## src/hdl/bsa_pkg.sv

```systemverilog
`timescale 1ns / 1ps
// ----------------------------------------------------------------------------
// Bitmap slot allocator package
// Shared types, codes and a helper function for the slot allocator.
// ----------------------------------------------------------------------------
package bsa_pkg;

    localparam int WORD_BITS = 32;

    typedef enum logic [1:0] {
        ACT_PUT  = 2'd0,
        ACT_GET  = 2'd1,
        ACT_FREE = 2'd2,
        ACT_NONE = 2'd3
    } t_action;

    typedef enum logic [1:0] {
        ST_OK    = 2'd0,
        ST_FULL  = 2'd1,
        ST_RANGE = 2'd2,
        ST_EMPTY = 2'd3
    } t_status;

    typedef enum logic [1:0] {
        S_IDLE,
        S_EXEC,
        S_LOOKUP,
        S_DONE
    } t_state;

    typedef struct packed {
        logic take;
        logic scan_next;
        logic issue_read;
        logic early_done;
        logic commit;
        logic emit;
    } t_cmd;

    typedef struct packed {
        logic in_valid;
        logic op_put;
        logic op_access;
        logic range_err;
        logic scan_hit;
        logic scan_last;
        logic out_room;
    } t_sts;

    // Position of the lowest zero bit; the caller checks that one exists.
    function automatic logic [4:0] ffz32(input logic [WORD_BITS-1:0] w);
        logic [WORD_BITS-1:0] v;
        logic [4:0]           p;
        v = ~w;
        p = '0;
        if (v[15:0] == 16'd0) begin
            p[4] = 1'b1;
            v    = v >> 16;
        end
        if (v[7:0] == 8'd0) begin
            p[3] = 1'b1;
            v    = v >> 8;
        end
        if (v[3:0] == 4'd0) begin
            p[2] = 1'b1;
            v    = v >> 4;
        end
        if (v[1:0] == 2'd0) begin
            p[1] = 1'b1;
            v    = v >> 2;
        end
        if (v[0] == 1'b0) begin
            p[0] = 1'b1;
        end
        return p;
    endfunction

endpackage

```

## src/hdl/bsa_if.sv

```systemverilog
`timescale 1ns / 1ps
// ----------------------------------------------------------------------------
// Bitmap slot allocator channels
// Request and response channels with a valid and ready handshake.
// ----------------------------------------------------------------------------
interface bsa_req_if;
    logic                    valid;
    logic                    ready;
    bsa_pkg::t_action        action;
    logic signed [6:0]       slot_index;
    logic        [31:0]      item_value;

    modport source (output valid, output action, output slot_index, output item_value,
                    input ready);
    modport sink   (input valid, input action, input slot_index, input item_value,
                    output ready);
endinterface

interface bsa_rsp_if;
    logic                    valid;
    logic                    ready;
    bsa_pkg::t_status        status;
    logic        [5:0]       granted_index;
    logic        [31:0]      read_value;
    logic        [6:0]       occupied_count;

    modport source (output valid, output status, output granted_index,
                    output read_value, output occupied_count, input ready);
    modport sink   (input valid, input status, input granted_index,
                    input read_value, input occupied_count, output ready);
endinterface

```

## src/hdl/bsa_ram.sv

```systemverilog
`timescale 1ns / 1ps
// ----------------------------------------------------------------------------
// Generic simple dual-port RAM
// One write port and one read port with registered read data.
// ----------------------------------------------------------------------------
module bsa_ram #(
    parameter  int WIDTH = 32,
    parameter  int DEPTH = 64,
    localparam int AW    = (DEPTH > 1) ? $clog2(DEPTH) : 1
) (
    input  logic             i_clk,
    input  logic             i_we,
    input  logic [AW-1:0]    i_waddr,
    input  logic [WIDTH-1:0] i_wdata,
    input  logic             i_re,
    input  logic [AW-1:0]    i_raddr,
    output logic [WIDTH-1:0] o_rdata
);

    logic [WIDTH-1:0] r_mem [DEPTH];
    logic [WIDTH-1:0] r_rdata;

    always_ff @(posedge i_clk) begin
        if (i_we) begin
            r_mem[i_waddr] <= i_wdata;
        end
        if (i_re) begin
            r_rdata <= r_mem[i_raddr];
        end
    end

    assign o_rdata = r_rdata;

endmodule

```

## src/hdl/bsa_ctrl.sv

```systemverilog
`timescale 1ns / 1ps
// ----------------------------------------------------------------------------
// Bitmap slot allocator controller
// Sequences acceptance, free-word scan, lookup, commit and result hand-off.
// ----------------------------------------------------------------------------
module bsa_ctrl (
    input  logic          i_clk,
    input  logic          i_rst_n,
    input  bsa_pkg::t_sts i_sts,
    output bsa_pkg::t_cmd o_cmd
);
    import bsa_pkg::*;

    t_state r_state;
    t_state n_state;

    always_ff @(posedge i_clk) begin
        if (!i_rst_n) begin
            r_state <= S_IDLE;
        end else begin
            r_state <= n_state;
        end
    end

    always_comb begin
        n_state = r_state;
        unique case (r_state)
            S_IDLE: begin
                if (i_sts.in_valid) begin
                    n_state = S_EXEC;
                end
            end
            S_EXEC: begin
                priority if (i_sts.op_put) begin
                    if (i_sts.scan_hit) begin
                        n_state = S_LOOKUP;
                    end else if (i_sts.scan_last) begin
                        n_state = S_DONE;
                    end
                end else if (i_sts.op_access && !i_sts.range_err) begin
                    n_state = S_LOOKUP;
                end else begin
                    n_state = S_DONE;
                end
            end
            S_LOOKUP: begin
                n_state = S_DONE;
            end
            S_DONE: begin
                if (i_sts.out_room) begin
                    n_state = S_IDLE;
                end
            end
            default: begin
                n_state = S_IDLE;
            end
        endcase
    end

    always_comb begin
        o_cmd = '0;
        unique case (r_state)
            S_IDLE: begin
                o_cmd.take = 1'b1;
            end
            S_EXEC: begin
                priority if (i_sts.op_put) begin
                    if (i_sts.scan_hit) begin
                        o_cmd.issue_read = 1'b1;
                    end else if (i_sts.scan_last) begin
                        o_cmd.early_done = 1'b1;
                    end else begin
                        o_cmd.scan_next = 1'b1;
                    end
                end else if (i_sts.op_access && !i_sts.range_err) begin
                    o_cmd.issue_read = 1'b1;
                end else begin
                    o_cmd.early_done = 1'b1;
                end
            end
            S_LOOKUP: begin
                o_cmd.commit = 1'b1;
            end
            S_DONE: begin
                o_cmd.emit = i_sts.out_room;
            end
            default: begin
                o_cmd = '0;
            end
        endcase
    end

endmodule

```

## src/hdl/bsa_dp.sv

```systemverilog
`timescale 1ns / 1ps
// ----------------------------------------------------------------------------
// Bitmap slot allocator datapath
// Occupancy bitmap, entry store, full-word scan, counter and output register.
// ----------------------------------------------------------------------------
module bsa_dp #(
    parameter int SLOTS      = 64,
    parameter int ITEM_WIDTH = 32
) (
    input  logic          i_clk,
    input  logic          i_rst_n,
    bsa_req_if.sink       i_req,
    bsa_rsp_if.source     o_rsp,
    input  bsa_pkg::t_cmd i_cmd,
    output bsa_pkg::t_sts o_sts
);
    import bsa_pkg::*;

    localparam int WORDS    = (SLOTS + WORD_BITS - 1) / WORD_BITS;
    localparam int CAPACITY = WORDS * WORD_BITS;
    localparam int WORD_AW  = (WORDS > 1) ? $clog2(WORDS) : 1;
    localparam int SLOT_AW  = $clog2(CAPACITY);
    localparam int CNT_W    = $clog2(CAPACITY + 1);
    localparam int NCHUNK   = (WORDS + WORD_BITS - 1) / WORD_BITS;
    localparam int CHUNK_W  = (NCHUNK > 1) ? $clog2(NCHUNK) : 1;
    localparam int EW       = SLOT_AW + 3;
    localparam int VW       = (ITEM_WIDTH > 32) ? ITEM_WIDTH : 32;
    localparam int SW6      = (SLOT_AW > 6) ? SLOT_AW : 6;
    localparam int CW7      = (CNT_W > 7) ? CNT_W : 7;

    t_action             r_action;
    logic signed [6:0]   r_idx;
    logic [31:0]         r_item;
    logic [CHUNK_W-1:0]  r_chunk;
    logic [WORD_AW-1:0]  r_word_addr;
    logic [SLOT_AW-1:0]  r_slot;
    logic [WORDS-1:0]    r_full;
    logic [WORDS-1:0]    r_wvalid;
    logic [CNT_W-1:0]    r_count;
    t_status             r_status;
    logic [SLOT_AW-1:0]  r_index;
    logic [31:0]         r_value;
    logic                r_out_valid;
    t_status             r_out_status;
    logic [5:0]          r_out_index;
    logic [31:0]         r_out_value;
    logic [6:0]          r_out_count;

    logic                    op_put;
    logic                    op_access;
    logic                    op_free;
    logic [EW-1:0]           idx_ext;
    logic [EW-1:0]           idx_sum;
    logic                    range_err;
    logic [SLOT_AW-1:0]      abs_slot;
    logic [WORD_AW+4:0]      abs_ext;
    logic [NCHUNK*WORD_BITS-1:0] full_pad;
    logic [WORD_BITS-1:0]    chunk;
    logic [4:0]              chunk_pos;
    logic [CHUNK_W+4:0]      scan_ext;
    logic [WORD_AW-1:0]      scan_addr;
    logic [WORD_AW-1:0]      rd_word_addr;
    logic [WORD_BITS-1:0]    bm_rdata;
    logic [WORD_BITS-1:0]    word;
    logic [4:0]              put_bit;
    logic [WORD_AW+4:0]      put_ext;
    logic [SLOT_AW-1:0]      put_slot;
    logic                    hit_bit;
    logic [WORD_BITS-1:0]    bm_wdata;
    logic                    bm_we;
    logic [VW-1:0]           item_ext;
    logic [ITEM_WIDTH-1:0]   ent_rdata;
    logic [VW-1:0]           ent_ext;
    logic                    ent_we;
    logic                    accept;
    logic [SW6-1:0]          index_ext;
    logic [CW7-1:0]          count_ext;

    assign op_put    = (r_action == ACT_PUT);
    assign op_free   = (r_action == ACT_FREE);
    assign op_access = (r_action == ACT_GET) || op_free;
    assign accept    = i_cmd.take && i_req.valid;

    // Backward counts are taken from the end of the table.
    assign idx_ext   = {{(EW - 7){r_idx[6]}}, r_idx};
    assign idx_sum   = r_idx[6] ? (idx_ext + EW'(CAPACITY)) : idx_ext;
    assign range_err = idx_sum[EW-1] || (idx_sum[EW-2:0] >= (EW - 1)'(CAPACITY));
    assign abs_slot  = idx_sum[SLOT_AW-1:0];
    assign abs_ext   = (WORD_AW + 5)'(abs_slot);

    always_comb begin
        full_pad              = '1;
        full_pad[WORDS-1:0]   = r_full;
    end

    assign chunk     = full_pad[r_chunk*WORD_BITS +: WORD_BITS];
    assign chunk_pos = ffz32(chunk);
    assign scan_ext  = {r_chunk, chunk_pos};
    assign scan_addr = scan_ext[WORD_AW-1:0];
    assign rd_word_addr = op_put ? scan_addr : abs_ext[WORD_AW+4:5];

    assign word     = r_wvalid[r_word_addr] ? bm_rdata : '0;
    assign put_bit  = ffz32(word);
    assign put_ext  = {r_word_addr, put_bit};
    assign put_slot = put_ext[SLOT_AW-1:0];
    assign hit_bit  = word[r_slot[4:0]];
    assign bm_wdata = op_put ? (word | (WORD_BITS'(1) << put_bit))
                             : (word & ~(WORD_BITS'(1) << r_slot[4:0]));
    assign bm_we    = i_cmd.commit && (op_put || (op_free && hit_bit));
    assign ent_we   = i_cmd.commit && op_put;
    assign item_ext = VW'(r_item);
    assign ent_ext  = VW'(ent_rdata);

    bsa_ram #(
        .WIDTH (WORD_BITS),
        .DEPTH (WORDS)
    ) u_bitmap (
        .i_clk   (i_clk),
        .i_we    (bm_we),
        .i_waddr (r_word_addr),
        .i_wdata (bm_wdata),
        .i_re    (i_cmd.issue_read),
        .i_raddr (rd_word_addr),
        .o_rdata (bm_rdata)
    );

    bsa_ram #(
        .WIDTH (ITEM_WIDTH),
        .DEPTH (CAPACITY)
    ) u_entries (
        .i_clk   (i_clk),
        .i_we    (ent_we),
        .i_waddr (put_slot),
        .i_wdata (item_ext[ITEM_WIDTH-1:0]),
        .i_re    (i_cmd.issue_read),
        .i_raddr (abs_slot),
        .o_rdata (ent_rdata)
    );

    always_ff @(posedge i_clk) begin
        if (accept) begin
            r_action <= i_req.action;
            r_idx    <= i_req.slot_index;
            r_item   <= i_req.item_value;
        end
        if (i_cmd.issue_read) begin
            r_word_addr <= rd_word_addr;
            r_slot      <= abs_slot;
        end
        if (i_cmd.early_done) begin
            r_status <= op_put ? ST_FULL : (op_access ? ST_RANGE : ST_OK);
            r_index  <= '0;
            r_value  <= '0;
        end else if (i_cmd.commit) begin
            if (op_put) begin
                r_status <= ST_OK;
                r_index  <= put_slot;
                r_value  <= '0;
            end else begin
                r_status <= hit_bit ? ST_OK : ST_EMPTY;
                r_index  <= r_slot;
                r_value  <= hit_bit ? ent_ext[31:0] : 32'd0;
            end
        end
        if (i_cmd.emit) begin
            r_out_status <= r_status;
            r_out_index  <= index_ext[5:0];
            r_out_value  <= r_value;
            r_out_count  <= count_ext[6:0];
        end
    end

    assign index_ext = SW6'(r_index);
    assign count_ext = CW7'(r_count);

    always_ff @(posedge i_clk) begin
        if (!i_rst_n) begin
            r_chunk     <= '0;
            r_full      <= '0;
            r_wvalid    <= '0;
            r_count     <= '0;
            r_out_valid <= 1'b0;
        end else begin
            if (accept) begin
                r_chunk <= '0;
            end else if (i_cmd.scan_next) begin
                r_chunk <= r_chunk + CHUNK_W'(1);
            end
            if (bm_we) begin
                r_wvalid[r_word_addr] <= 1'b1;
                r_full[r_word_addr]   <= &bm_wdata;
            end
            if (i_cmd.commit && op_put) begin
                r_count <= r_count + CNT_W'(1);
            end else if (i_cmd.commit && op_free && hit_bit) begin
                r_count <= r_count - CNT_W'(1);
            end
            if (i_cmd.emit) begin
                r_out_valid <= 1'b1;
            end else if (o_rsp.ready) begin
                r_out_valid <= 1'b0;
            end
        end
    end

    assign i_req.ready          = i_cmd.take;
    assign o_rsp.valid          = r_out_valid;
    assign o_rsp.status         = r_out_status;
    assign o_rsp.granted_index  = r_out_index;
    assign o_rsp.read_value     = r_out_value;
    assign o_rsp.occupied_count = r_out_count;

    assign o_sts.in_valid  = i_req.valid;
    assign o_sts.op_put    = op_put;
    assign o_sts.op_access = op_access;
    assign o_sts.range_err = range_err;
    assign o_sts.scan_hit  = ~&chunk;
    assign o_sts.scan_last = (r_chunk == CHUNK_W'(NCHUNK - 1));
    assign o_sts.out_room  = !r_out_valid || o_rsp.ready;

endmodule

```

## src/hdl/bitmap_slot_allocator.sv

```systemverilog
`timescale 1ns / 1ps
// ----------------------------------------------------------------------------
// Bitmap slot allocator
// Slot table with an occupancy bitmap and lowest-free-slot allocation.
// ----------------------------------------------------------------------------
// Requests arrive on i_req as words of action, slot_index and item_value, and
// each one produces exactly one response word on o_rsp with status,
// granted_index, read_value and occupied_count. A put claims the lowest free
// slot, a get reads an occupied slot and a free reads and releases it.
// The block handles one request at a time. A put, get or free goes through the
// states S_IDLE, S_EXEC, S_LOOKUP and S_DONE before the next request is taken,
// and its response is registered in S_DONE. An ignored action, an index out of
// range or a put to a full table skips the memory read and S_LOOKUP. A put
// searches the full-word flags one group of 1024 slots at a time until it finds
// a word that is not full. The path is set by the registered reads of the
// bitmap and entry memories.
// Reset clears the bitmap valid and full flags and the occupied count at once,
// so the table starts empty and the first request is taken right after reset.
// The output register holds a response until it is taken; while the receiver
// stalls, the next request is still accepted and worked on, and its response
// waits for the output register to empty.
// ----------------------------------------------------------------------------
module bitmap_slot_allocator #(
    parameter int SLOTS      = 64,
    parameter int ITEM_WIDTH = 32
) (
    input  logic      i_clk,
    input  logic      i_rst_n,
    bsa_req_if.sink   i_req,
    bsa_rsp_if.source o_rsp
);
    import bsa_pkg::*;

    t_cmd cmd;
    t_sts sts;

    bsa_ctrl u_ctrl (
        .i_clk   (i_clk),
        .i_rst_n (i_rst_n),
        .i_sts   (sts),
        .o_cmd   (cmd)
    );

    bsa_dp #(
        .SLOTS      (SLOTS),
        .ITEM_WIDTH (ITEM_WIDTH)
    ) u_dp (
        .i_clk   (i_clk),
        .i_rst_n (i_rst_n),
        .i_req   (i_req),
        .o_rsp   (o_rsp),
        .i_cmd   (cmd),
        .o_sts   (sts)
    );

`ifndef ASSERT_OFF
    a_cmd_onehot: assert property (@(posedge i_clk) disable iff (!i_rst_n)
        $onehot0({cmd.take, cmd.scan_next, cmd.issue_read, cmd.early_done,
                  cmd.commit, cmd.emit}))
        else $error("controller issued more than one command");

    a_one_at_a_time: assert property (@(posedge i_clk) disable iff (!i_rst_n)
        (i_req.valid && i_req.ready) |=> !i_req.ready)
        else $error("request accepted while another is in progress");

    a_emit_room: assert property (@(posedge i_clk) disable iff (!i_rst_n)
        cmd.emit |-> (!o_rsp.valid || o_rsp.ready))
        else $error("response register overwritten before it was taken");

    a_error_fields: assert property (@(posedge i_clk) disable iff (!i_rst_n)
        (o_rsp.valid && (o_rsp.status == ST_FULL || o_rsp.status == ST_RANGE))
            |-> (o_rsp.granted_index == 6'd0 && o_rsp.read_value == 32'd0))
        else $error("failed request carries a slot or a value");
`endif

endmodule

```

## src/flat_wrapper.sv

```systemverilog
// flat-port wrapper written by rule: the top's interface ports become plain ports
module bitmap_slot_allocator_flat import bsa_pkg::*;
#(
    parameter int SLOTS      = 64,
    parameter int ITEM_WIDTH = 32
)
  (i_clk, i_rst_n, i_req_valid, i_req_action, i_req_slot_index, i_req_item_value, i_req_ready, o_rsp_valid, o_rsp_status, o_rsp_granted_index, o_rsp_read_value, o_rsp_occupied_count, o_rsp_ready);
  bsa_req_if i_req_i ();
  bsa_rsp_if o_rsp_i ();
  input  logic i_clk;
  input  logic i_rst_n;
  input wire logic [$bits(i_req_i.valid)-1:0] i_req_valid;
  input wire logic [$bits(i_req_i.action)-1:0] i_req_action;
  input wire logic [$bits(i_req_i.slot_index)-1:0] i_req_slot_index;
  input wire logic [$bits(i_req_i.item_value)-1:0] i_req_item_value;
  output wire logic [$bits(i_req_i.ready)-1:0] i_req_ready;
  output wire logic [$bits(o_rsp_i.valid)-1:0] o_rsp_valid;
  output wire logic [$bits(o_rsp_i.status)-1:0] o_rsp_status;
  output wire logic [$bits(o_rsp_i.granted_index)-1:0] o_rsp_granted_index;
  output wire logic [$bits(o_rsp_i.read_value)-1:0] o_rsp_read_value;
  output wire logic [$bits(o_rsp_i.occupied_count)-1:0] o_rsp_occupied_count;
  input wire logic [$bits(o_rsp_i.ready)-1:0] o_rsp_ready;
  assign i_req_i.valid = i_req_valid;
  assign i_req_i.action = i_req_action;
  assign i_req_i.slot_index = i_req_slot_index;
  assign i_req_i.item_value = i_req_item_value;
  assign i_req_ready = i_req_i.ready;
  assign o_rsp_valid = o_rsp_i.valid;
  assign o_rsp_status = o_rsp_i.status;
  assign o_rsp_granted_index = o_rsp_i.granted_index;
  assign o_rsp_read_value = o_rsp_i.read_value;
  assign o_rsp_occupied_count = o_rsp_i.occupied_count;
  assign o_rsp_i.ready = o_rsp_ready;
  bitmap_slot_allocator #(.SLOTS(SLOTS), .ITEM_WIDTH(ITEM_WIDTH)) u_core (.i_clk(i_clk), .i_rst_n(i_rst_n), .i_req(i_req_i), .o_rsp(o_rsp_i));
endmodule
```

## config.mk

```make
export PLATFORM = sky130hd
export DESIGN_NAME = bitmap_slot_allocator_flat
export DESIGN_NICKNAME = d
export VERILOG_FILES = /design/src/hdl/bsa_pkg.sv /design/src/hdl/bsa_if.sv /design/src/hdl/bsa_ram.sv /design/src/hdl/bsa_ctrl.sv /design/src/hdl/bsa_dp.sv /design/src/hdl/bitmap_slot_allocator.sv /design/src/flat_wrapper.sv
export SDC_FILE = /design/constraint.sdc
export NUM_CORES = 2
export LEC_CHECK = 0
export ABC_CLOCK_PERIOD_IN_PS = 12400
export BUFFER_PORTS_ARGS = -buffer_cell sky130_fd_sc_hd__buf_2
export CORE_AREA = 5 5 390 430
export DETAILED_ROUTE_END_ITERATION = 8
export DIE_AREA = 0 0 395 435
export GPL_TIMING_DRIVEN = 0
export PLACE_DENSITY = 0.72
export SKIP_LAST_GASP = 1
export SYNTH_ARGS = -nofsm -noshare
export SYNTH_HDL_FRONTEND = slang
export SYNTH_SLANG_ARGS = --single-unit
```

## constraint.sdc

```tcl
create_clock -name i_clk -period 12.4 [get_ports i_clk]
set_input_delay 0.62 -clock i_clk [delete_from_list [all_inputs] [get_ports i_clk]]
set_output_delay 0.62 -clock i_clk [all_outputs]
set_load 0.005 [all_outputs]
```

* Word-level counts from Yosys, hierarchy flattened
Memory sizes are Yosys's and may differ from the RTL's. A register that Yosys moved wholly into a read port is not among the register bits. Index checks and enable logic that the tools add are counted.
Storage, ports and cells: bits in registers 150, RAM bits 2112, input bits 45, output and inout port bits 49, word-level logic and storage cells 139, memories 2
Cells by class: $add $sub $neg 4, magnitude comparators 4, eq/ne operators 8, shift operators 3, multiplexer cells 62, bitwise logic cells 7, reduce and logical (&&, ||, !) cells 31
Memories:
- u_core.u_dp.u_entries.r_mem | depth 64, bits a word 32, rd ports 1, clocked after memory_dff 1, wr ports 1, line bsa_ram.sv:20 | logic [WIDTH-1:0] r_mem [DEPTH];
- u_core.u_dp.u_bitmap.r_mem | depth 2, bits a word 32, rd ports 1, clocked after memory_dff 1, wr ports 1, line bsa_ram.sv:20
Operator list (number):
- $mux 32 | 4
- $reduce_and 32->1 | 2
- $shl 1x5->32 const A | 2
- $not 31->31 | 2
- $and 32x32->32 | 1
- $logic_not 16->1 | 2
- $not 32->32 | 1
- $or 32x32->32 | 1
- $shiftx 32x7->32 | 1
- $mux 1 | 31
- $mux 15 | 2
- $mux 7 | 4
- $mux 2 | 12
- $logic_not 8->1 | 2
- $add 7x8->9 const B | 1
- $mux 3 | 3
- $mux 9 | 1
- $ge 8x7->1 const B | 1
- $logic_and 1x1->1 | 8
- $logic_not 2->1 | 4
- $logic_not 4->1 | 2
- $pmux 2 s4 | 1
- $add 7x1->7 const B | 1
- $sub 7x1->7 const B | 1
- 19 further kinds | 29

* Depth between registers and ports, before layout
word-level depth 18, mapped depth 17, depth with buffers taken out 14

* Cells and area by module
Synthesis repeated with hierarchy kept, for this count alone.
Unflattened totals: cells, all modules 4081, area total of the unflattened synthesis 89457.0 um^2
Modules (own cells, without submodules):
- bsa_ram at u_core.u_dp.u_entries | instances 1, cells each 3324, area each 78835.6 um^2, seq. area each 62459.9 um^2
- bsa_dp | instances 1, cells each 597, area each 6969.2 um^2, seq. area each 3903.7 um^2
- bsa_ram at u_core.u_dp.u_bitmap | instances 1, cells each 134, area each 3439.5 um^2, seq. area each 2882.8 um^2
- bsa_ctrl | instances 1, cells each 26, area each 212.7 um^2, seq. area each 40.0 um^2

* Worst setup path after synthesis
No wires, ideal clock.
path type register -> register, start point reg u_core.u_dp.r_word_addr, end point mem u_core.u_dp.u_entries.r_mem[45][0] (enable), arrival 4.479 ns, data required time 11.939 ns, setup slack 7.460 ns, cell stages (with the launch flop) 10, path buffers 2, period minus slack after synthesis 4.940 ns, path through edfxtp_1 -> buf_4 -> mux2i_4 -> nor2_1 -> a21boi_2 -> o21a_2 -> o211ai_1 -> or2_2 -> clkbuf_1 -> nor3_1
Between the ends: word-level cells in the longest chain between the ends 13, elaborated cells between the ends (all ways) 17
RTL lines:
- start, declared | line bsa_dp.sv:35 | logic [WORD_AW-1:0] r_word_addr;
- start signal, assigned | line bsa_dp.sv:147 | r_word_addr <= rd_word_addr;
- $mux 1 (not written as such) (2 in series) | line bsa_dp.sv:102 | assign word = r_wvalid[r_word_addr] ? bm_rdata : '0;
- $mux 32 | line bsa_dp.sv:102
- $not 31->31 | line bsa_pkg.sv:54 | v = ~w;
- $logic_not 16->1 | line bsa_pkg.sv:56 | if (v[15:0] == 16'd0) begin
- $mux 15 | line bsa_pkg.sv:56
- $logic_not 8->1 | line bsa_pkg.sv:60 | if (v[7:0] == 8'd0) begin
- $mux 7 | line bsa_pkg.sv:60
- $logic_not 4->1 | line bsa_pkg.sv:64 | if (v[3:0] == 4'd0) begin
- $mux 3 | line bsa_pkg.sv:64
- $logic_not 2->1 | line bsa_pkg.sv:68 | if (v[1:0] == 2'd0) begin
- $mux 1 | line bsa_pkg.sv:68
- $mux 1 | line bsa_pkg.sv:72 | if (v[0] == 1'b0) begin
- end, declared | line bsa_ram.sv:20
Several ways; a longest one is shown, not always the timed one. The select of a mux whose other input is x is not followed.

* Worst setup path after layout
start point reg u_core.u_dp.r_action[0], end point mem u_core.u_dp.u_entries.r_mem[31][18] (enable)
Between the ends: word-level cells in the longest chain between the ends 4
RTL lines:
- start, declared | line bsa_dp.sv:31 | t_action r_action;
- start signal, assigned | line bsa_dp.sv:142 | r_action <= i_req.action;
- $logic_not 2->1 | line bsa_dp.sv:79 | assign op_put = (r_action == ACT_PUT);
- $logic_and 1x1->1 | line bsa_dp.sv:110 | assign ent_we = i_cmd.commit && op_put;
- $mux 1 | line bsa_ram.sv:24 | if (i_we) begin
- $mux 1 (not written as such) | line bsa_ram.sv:25 | r_mem[i_waddr] <= i_wdata;
Every way passes these cells.

==> run_results.csv <==
group,metric,value,unit
status,status,"finished with violations",
status,violations,"max-capacitance violations, max-slew violations",
yosys,yosysWarnings,0,
yosys,synthFlopType,"edfxtp_1",
detailed_routing,routed.top_layer,"met5",
yosys,syn_area,89000,um2
worst_setup_path,worstSetupStartpointType,"register",
yosys,ys_ff_latch,2325,
worst_setup_path,crit_fanout,17,
detailed_routing,wl_met2,117,mm
job,cap_violations,1,
clock_tree,clk-insertion-delay-late,0.86,ns
detailed_routing,drc_errors,0,
hold_path,hold_path_class,"in -> reg",
yosys,synth_compound_area_share,1.67,%
detailed_routing,antenna_left,0,
sta,hold_violations,0,
worst_setup_path,cp-end-kind,"register",
yosys,synth_top_area_share,76.7,%
floorplan,die_x,395,um
detailed_routing,wl_met3,27.1,mm
pwr,switchingPower,0.00522,W
clock_tree,cts_resized,0,
placed_design,port_buffers,92,
global_route,grt_max_degree,37,
clock_tree,htree_levels,4,
floorplan,ios,94,
sta,relSlewSlack,-1.07,%
pwr,p_per_area,190,nW/um2
floorplan,die_height,435,um
sta,tightest_slew,1.52,ns
detailed_routing,viasPerCell,6.71,
worst_setup_path,critical_path_class,"reg -> reg",
pwr,ir_drop,149,uV
sta,setup_slack,7.04,ns
placed_design,pre_cts_slack,7.19,ns
pwr,pwr-share-seq,48.3,%
sta,skew,0.0360,ns
clock_tree,cts_buffers,215,
detailed_routing,vias,44100,
yosys,yosysSeqAreaShare,77.9,%
pwr,p_int,0.0144,W
clock_tree,clock-sinks,2325,
yosys,synthAdderAreaFrac,0.177,%
yosys,yosys.area_share.simple,1.59,%
placed_design,place_congestion,0.934,
layout,layout-drive-gt1-share,31.2,%
sta,rsz0062_at_grt,"no",
layout,multiInputGateArea,19400,um2
sta,fmax,187,MHz
global_route,grt_pass1_wl,343,mm
pwr,p_leak,32.2,nW
sta,final.setup.tns,0,ns
layout,fillers,10300,
yosys,synth_top_family_by_area,"multiplexers",
layout,area_growth,16.3,%
yosys,synth_edf_count,2272,
global_route,antenna_found_initial,11,
layout,final_nets,4319,
clock_tree,clkTransAtPathRegs,0.06,ns
layout,regArea,69300,um2
detailed_routing,drt_iter0_drc,6154,
sta,layout_min_cycle_time,5.36,ns
global_route,grt.total_usage,28.5,%
sta,setup_violations,0,
clock_tree,tritoncts,"built",
clock_tree,clockRootBuffer,"clkbuf_16",
clock_tree,clockBufferDepth,3,
yosys,synthesis.nets,3814,
sta,drv_slew,11,
placed_design,dp_hpwl,161,mm
sta,post-route-period-util,43.2,%
global_route,gr-total-overflow,0,
yosys,synth_top_area_cell,"edfxtp_1",
yosys,yosysUniqueCellTypes,79,
pwr,swShare,26.6,%
worst_setup_path,arrival,5.89,ns
global_route,grt_pass1_vias,44000,
detailed_routing,wire_per_inst,37.0,um
layout,final_common_cell,"edfxtp_1",
pwr,comb_power_share,18.1,%
yosys,synth-xor-area-share,0.0590,%
floorplan,row_count,156,
yosys,synthCells,3757,
yosys,muxShareOfSynthArea,17.7,%
pwr,p_clk_share,33.5,%
floorplan,initial_utilization,54.5,%
detailed_routing,dr.pass1.iters,5,
layout,final_cell_mix,"edfxtp_1, mux4_2, clkbuf_16, clkbuf_1, buf_2",
yosys,syn_avg_cell_area,23.7,um2
yosys,ys_top_cells_by_area,"edfxtp_1, mux4_2, dfxtp_1",
detailed_routing,wl_met1,85.9,mm
yosys,async_reset_ff_share,0,%
floorplan,coreArea,163000,um2
worst_setup_path,worst_ep_required_time,12.93,ns
detailed_routing,routed_wl,243,mm
floorplan,dieArea,172000,um2
[logic make-up after synthesis]
group	after synthesis
DFF	2325
adders and majority gates	12
buffers and inverters	215
AOI/OAI and AO/OA	200
muxes	721
xor gates and xnor gates	6
and+or+nand+nor	278
[critical path, stage by stage (launching register included)]
cell and delay [ns]:
edfxtp_1 0.36, inv_1 0.12, ha_1 0.16, clkbuf_1 0.41, clkbuf_1 0.61, buf_1 0.47, nand2_1 0.33, nor2_1 0.58
nand2_1 0.78, nor2_4 0.92, buf_16 0.25
[metal layers]
layer,up-vias,track usage [%]
li1,17300,-
met1,23400,37.8
met2,2926,44.9
met3,559,7.91
met4,6,12.7
met5,-,0
[state kept, by name (all words and copies together), names as in the netlist, 6 cells and up]
| name | cells |
|---|---|
| u_core.u_dp.r_slot | 6 |
| u_core.u_dp.o_rsp.read_value | 32 |
| u_core.u_dp.o_rsp.granted_index | 6 |
| u_core.u_dp.o_rsp.occupied_count | 7 |
| u_core.u_dp.u_bitmap.o_rdata | 32 |
| u_core.u_dp.u_entries.o_rdata | 32 |
| u_core.u_dp.u_bitmap.r_mem | 64 |
| u_core.u_dp.u_entries.r_mem | 2048 |
| u_core.u_dp.r_idx | 6 |
| u_core.u_dp.index_ext | 6 |
| u_core.u_dp.count_ext | 7 |
| u_core.u_dp.item_ext | 32 |
| u_core.u_dp.r_value | 32 |
[area by class of cell]
cell class,instances,share of cell area (%)
clock inverters,117,1.10
inverters,16,0.0580
well taps,2133,2.58
diodes,8,0.0193
flip-flops and latches,2325,67.0
multi-input cells,1217,18.7
repair buffers,288,4.16
clock buffers,276,5.64
plain buffers,199,0.775
[Yosys cell counts (7+ instances only)]
cell,n
inv_1,16
nor3_1,11
edfxtp_1,2272
nor2b_1,16
buf_2,10
ha_1,11
mux2_2,33
a22o_1,33
o211ai_1,26
o31ai_1,10
mux2i_1,9
nor2_1,93
o21a_1,8
and4_1,9
a211oi_1,7
and2_1,16
a21boi_0,8
mux4_2,677
a21oi_1,25
buf_1,57
nand4_1,17
o21ai_0,30
nand3_1,26
nand2_1,57
a31oi_1,7
clkbuf_1,125
dfxtp_1,53
[worst paths after layout]
| kind | from | endpoint | slack, ns | cells past startpoint |
|---|---|---|---|---|
| worst max-delay path | u_core.u_dp.r_action[0] | u_core.u_dp.u_entries.r_mem[31][18] | 7.04 | 10 |
| worst max register to register | u_core.u_dp.r_action[0] | u_core.u_dp.u_entries.r_mem[31][18] | 7.04 | 10 |
| worst min-delay path | o_rsp_ready | u_core.u_dp.o_rsp.valid | 0.15 | 3 |
| worst min register to register | u_core.u_dp.r_value[31] | u_core.u_dp.o_rsp.read_value[31] | 0.42 | 0 |
[per-stage QoR]
stage          power, W  util, %  hold slack [ns]  area [um2]  instances
6_report         0.0196     63.4            0.148      103000       6579
5_1_grt          0.0202     63.4            0.123      103000       6571
4_1_cts          0.0196     63.4           0.0911      103000       6571
3_5_place_dp     0.0131     58.9            0.410       96100       6138
3_3_place_gp     0.0128     56.5            0.405       92100       5982
2_1_floorplan    0.0114        -            0.400       89000       3757
[power groups by stage]
stage	clock (W)	combinational (W)	sequential, W
after floorplan	0	0.00171	0.00969
after global routing	0.00698	0.00369	0.00949
after CTS	0.00663	0.00353	0.00947
final	0.00657	0.00356	0.00948
after detailed placement	0	0.00349	0.00963
after global placement	0	0.00277	0.0100
[repair_timing]
item	4_1_cts	5_1_grt
hold buffers	40	0
hold endpoints to repair	40	0
setup buffers	0	0
No activity file was read; power rests on OpenSTA's default activity.
